==> src/rtl/core/fss_pkg.sv <==
// fractional slice shift: shared widths, register indexes, reset values and control types
`timescale 1ns / 1ps
package fss_pkg;

  localparam int IDX_W      = 10;
  localparam int SMP_W      = 16;
  localparam int FRAC_W     = 8;
  localparam int SHIFT_W    = 19;
  localparam int LEN_W      = 11;
  localparam int MAX_LEN    = 1024;
  localparam int TDATA_W    = 32;
  localparam int CFG_IDX_W  = 3;
  localparam int CFG_DATA_W = 19;

  // signed working widths
  localparam int POS_W  = IDX_W + FRAC_W + 3;   // i*one - d
  localparam int KW     = POS_W - FRAC_W;        // integer part of a position
  localparam int PROD_W = SMP_W + FRAC_W + 2;
  localparam int ACC_W  = PROD_W + 1;

  localparam logic [CFG_IDX_W-1:0] REG_SLICE_LEN = 3'd0;
  localparam logic [CFG_IDX_W-1:0] REG_SEL_LOW   = 3'd1;
  localparam logic [CFG_IDX_W-1:0] REG_SEL_HIGH  = 3'd2;
  localparam logic [CFG_IDX_W-1:0] REG_SHIFT     = 3'd3;
  localparam logic [CFG_IDX_W-1:0] REG_FILL      = 3'd4;

  localparam logic [LEN_W-1:0]   RST_SLICE_LEN = 11'd1024;
  localparam logic [IDX_W-1:0]   RST_SEL_LOW   = 10'd0;
  localparam logic [IDX_W-1:0]   RST_SEL_HIGH  = 10'd1023;
  localparam logic [SHIFT_W-1:0] RST_SHIFT     = 19'd0;
  localparam logic [SMP_W-1:0]   RST_FILL      = 16'hA000;

  typedef struct packed {
    logic load_wr;   // write an incoming sample word into the store
    logic capture;   // latch a read word
    logic calc_en;   // position and region bounds
    logic sel_en;    // neighbor selection and store addresses
    logic mem_en;    // store read
    logic mul_en;    // blend products
    logic out_load;  // final sum into the output register
  } fss_cmd_t;

endpackage

==> src/rtl/core/fss_ctrl.sv <==
// fractional slice shift: controller sequencing one read word through the datapath
`timescale 1ns / 1ps
module fss_ctrl (
  input  logic              clk,
  input  logic              rst_n,
  input  logic              in_tvalid,
  input  logic              in_mode,
  output logic              in_tready,
  input  logic              out_tready,
  output logic              out_tvalid,
  output fss_pkg::fss_cmd_t cmd
);

  typedef enum logic [2:0] {
    S_IDLE,
    S_CALC,
    S_SEL,
    S_MEM,
    S_MUL,
    S_OUT
  } state_t;

  state_t state_r;
  state_t state_nxt;
  logic   out_valid_r;
  logic   out_valid_nxt;

  // nothing is taken while reset is held
  assign in_tready  = rst_n && (state_r == S_IDLE);
  assign out_tvalid = out_valid_r;

  always_comb begin
    cmd          = '0;
    cmd.load_wr  = in_tready && in_tvalid && !in_mode;
    cmd.capture  = in_tready && in_tvalid && in_mode;
    cmd.calc_en  = (state_r == S_CALC);
    cmd.sel_en   = (state_r == S_SEL);
    cmd.mem_en   = (state_r == S_MEM);
    cmd.mul_en   = (state_r == S_MUL);
    // the output register frees up in the same cycle its word is taken
    cmd.out_load = (state_r == S_OUT) && (!out_valid_r || out_tready);
  end

  always_comb begin
    state_nxt = state_r;
    unique case (state_r)
      S_IDLE: if (cmd.capture) state_nxt = S_CALC;
      S_CALC: state_nxt = S_SEL;
      S_SEL:  state_nxt = S_MEM;
      S_MEM:  state_nxt = S_MUL;
      S_MUL:  state_nxt = S_OUT;
      S_OUT:  if (cmd.out_load) state_nxt = S_IDLE;
      default: state_nxt = S_IDLE;
    endcase
    if (cmd.out_load) begin
      out_valid_nxt = 1'b1;
    end else if (out_tready) begin
      out_valid_nxt = 1'b0;
    end else begin
      out_valid_nxt = out_valid_r;
    end
  end

  always_ff @(posedge clk) begin
    if (!rst_n) begin
      state_r     <= S_IDLE;
      out_valid_r <= 1'b0;
    end else begin
      state_r     <= state_nxt;
      out_valid_r <= out_valid_nxt;
    end
  end

endmodule

==> config.mk <==
export PLATFORM = sky130hd
export DESIGN_NAME = fss_ctrl
export DESIGN_NICKNAME = d
export VERILOG_FILES = /design/src/rtl/core/fss_pkg.sv /design/src/rtl/core/fss_ctrl.sv
export SDC_FILE = /design/constraint.sdc
export NUM_CORES = 1
export LEC_CHECK = 0
export BUFFER_PORTS_ARGS = -buffer_cell sky130_fd_sc_hd__buf_2
export CAP_MARGIN = 10
export CORE_AREA = 2 2 39 41
export CTS_BUF_LIST = sky130_fd_sc_hd__clkbuf_4 sky130_fd_sc_hd__clkbuf_8
export DETAILED_ROUTE_END_ITERATION = 16
export DIE_AREA = 0 0 41 43
export PLACE_DENSITY_LB_ADDON = 0.1
export SYNTH_ARGS = -nofsm -noshare
export SYNTH_HDL_FRONTEND = slang
export SYNTH_SLANG_ARGS = --single-unit
==> constraint.sdc <==
create_clock -name clk -period 1.25 [get_ports clk]
set_input_delay 0.125 -clock clk [delete_from_list [all_inputs] [get_ports clk]]
set_output_delay 0.125 -clock clk [all_outputs]
set_load 0.005 [all_outputs]
==> summary.md <==
| Metric | Value |
|---|---|
| First-pass GRT wire length | `1.10 mm` |
| Vias in the first global route | `~260` |
| Max Root-Sink Buffers | `2` |
| Fin area | `365 um2` |
| # diodes | `0` |
| Critical Path RT | `roughly 1.1 ns` |
| Site Rows | `14` |
| Worst path bufs/invs | `1` |
| Die boundary height | `around 43 um` |
| DRC violations left | `0` |
| CP endpoint kind | `output pin` |
| Wire per inst | `between 10 and 15 um` |
| Placed cells | `56` |
| Initial drt markers | `8` |
| P_leak | `between 0.15 and 0.2 nW` |
| Placed Area | `~320 um2` |
| Worst vdd ir | `449 uV` |
| Clk_skew | `~0.005 ns` |
| Part of the Yosys area used for sequential elements | `between 30% and 40%` |
| Final Worst Setup Slack | `-0.0405 ns` |
| Antenna-violating nets left | `0` |
| H-tree depth | `1` |
| # IOs | `14` |
| Initial antenna violation count | `0` |
| CP max-delay cell | `dfxtp_4` |
| Syn_area_per_cell | `slightly below 9 um2` |
| Cell Pwr Density | `around 1100 nW/um2` |
| Ys flop type | `dfxtp_1` |
| Worst-path clk slew | `approximately 0.040 ns` |
| Initial Util | `around a fifth` |
| Sinks on Clock Net | `4` |
| Cells after Synth | `30` |
| CP arrival | `roughly 1.2 ns` |
| Synth area leader | `dfxtp_1` |
| EDFF count, synth | `0` |
| CP Class | `register to output pin` |
| GP Congestion | `0.685` |
| Nets | `51` |
| Share of cells above drive strength 1 | `around 55%` |
| Fmax | `between 0.7 and 0.8 GHz` |
| Routed wire length | `~660 um` |
| Core Region | `roughly 1400 um2` |
| Die area | `1760 um2` |
| Crit path cell chain | `nor4b_4 -> and3_1 -> buf_2` |
| Buffers on Ports | `13` |
| Grt total ovfl | `0` |
| Slew headroom | `84.3%` |
| # Max-Cap Violations | `0` |
| RSZ-0062 raised after global routing | `true` |
| Startpoint Class | `register` |
| Vias | `between 200 and 300` |
| Worst skew pair latency | `~0.24 ns` |
| # fillers | `approximately 160` |
| Asr flop ratio synth | `0%` |
| Cts hold-fix bufs | `0` |
| Critical Path Fanout Max | `3` |
| Synthesized area | `~260 um2` |
| Fin. max-slew vios | `0` |
| Worst Max-Slew Pin Slew | `about 0.24 ns` |
| Die width | `41 um` |
| DR pass1 iterations | `4` |
| Final setup fails | `2` |
| Min cycle time layout | `between 1 and 1.5 ns` |
| Clk root buf | `clkbuf_4` |
| Outcome | `finished, violations left` |
| CP max stage delay | `about 0.35 ns` |
| Num CTS Buffers | `3` |
| Avg Vias per Cell | `4.20` |
| Synthesis-to-finish area growth | `38.4%` |
| Post-Layout Cell Count | `60` |
| Worst Hold Class | `input pin to register` |
| DP Wirelength | `462 um` |
| Tcrit/Tclk final | `103%` |
| Dominant cell by count in the synthesized netlist | `dfxtp_1` |
| Unique masters post-synth | `17` |
| Largest cells by area after synthesis | `dfxtp_1 30%, nor4b_4 9.0%, buf_6 8.5%` |
| Cell family with most CP delay | `simple AND/OR/NAND/NOR gates` |
| Synth Warn # | `0` |
| CTS tree | `yes` |
| Failing checks | `setup timing` |
| Syn_nets | `35` |
| Largest net degree at the start of global routing | `10` |
| Post-synth top cells | `4 x dfxtp_1, 3 x nand2_1, 3 x nor2_1, 3 x nor3b_1` |
| Final Hold Fails | `0` |
| Seq cells post-synth | `4` |
| Yosys top cell area share | `30.3%` |
| Gr usage total | `approximately a tenth` |
[power breakdown]
group / internal (mW) / switching, mW
Clock: 0.108 / 0.0632
Combinational: 0.0515 / 0.0372
Sequential: 0.138 / 0.0164
Total: 0.298 / 0.117
[through the flow]
step | total power, mW | setup WS (ns) | TNS (ns) | hold WS [ns] | utilization [%]
floorplan | 0.214 | 0.210 | 0 | 0.243 | -
global route | 0.444 | -0.144 | -0.375 | 0.141 | 26.4
global placement | 0.235 | 0.140 | 0 | 0.411 | 23.2
CTS | 0.418 | -0.0754 | -0.140 | 0.148 | 25.9
finish | 0.415 | -0.0405 | -0.0643 | 0.154 | 26.4
detailed placement | 0.235 | 0.108 | 0 | 0.409 | 23.2
[logic make-up (layout without fill, tap and decap cells)]
logic type | after synthesis | count (layout) | synth area share, %
simple gates | 16 | 16 | 40.8
compound gates | 5 | 5 | 12.3
flops | 4 | 4 | 30.3
buf+inv | 4 | 18 | 13.3
xor+xnor | 1 | 1 | 3.32
[what timing repair did]
action                                  CTS  global route
resized for setup                         4             2
endpoints found under the setup margin    6             7
endpoints found under the hold margin     0             0
pin swaps                                 3             2
setup buffers                             1             0
[flip-flops by register name (all words and copies together) (netlist names)]
name and count:
out_tvalid 1, state_r 3
[cell usage in the layout, fill, tap and decap left out]
| master | count |
|---|---|
| nand3b_1 | 1 |
| and3_1 | 2 |
| a21boi_0 | 1 |
| nand2b_1 | 2 |
| dfxtp_2 | 2 |
| a21oi_1 | 2 |
| dfxtp_4 | 1 |
| clkbuf_4 | 3 |
| nor3b_2 | 1 |
| nor2b_1 | 1 |
| nor3b_1 | 2 |
| dfxtp_1 | 1 |
| nor4b_4 | 1 |
| o31ai_1 | 1 |
| nor2_2 | 1 |
| o21a_1 | 1 |
| nor2_1 | 2 |
| buf_4 | 2 |
| buf_2 | 13 |
| nand2_1 | 3 |
| xnor2_1 | 1 |
[worst paths after layout]
path                                start                       to  slack [ns]  cells after the start
setup / recovery  state_r[0]$_SDFFE_PN0P_                   cmd[5]       -0.04                      3
hold / removal                      rst_n  state_r[2]$_SDFFE_PN0P_        0.15                      2
setup reg to reg  state_r[0]$_SDFFE_PN0P_  state_r[0]$_SDFFE_PN0P_        0.28                      3
hold reg to reg   out_tvalid$_SDFFE_PN0P_  out_tvalid$_SDFFE_PN0P_        0.58                      2
[cell type report]
cell class | count | area [um2] | share of cell area, %
Clock buffer | 3 | 22.5 | 6.16
Sequential cell | 4 | 86.3 | 23.6
Timing Repair Buffer | 15 | 80.1 | 21.9
Tap cell | 16 | 20.0 | 5.48
Multi-Input combinational cell | 22 | 156 | 42.8
[routing by layer]
layer	vias up	share of wire (%)	global-route usage, %
met3	2	8.9	5.24
li1	131	-	-
met4	0	1.8	10.0
met2	13	47	13.1
met1	106	42	11.1
met5	-	0	0
(Power assumes the default switching activity.)
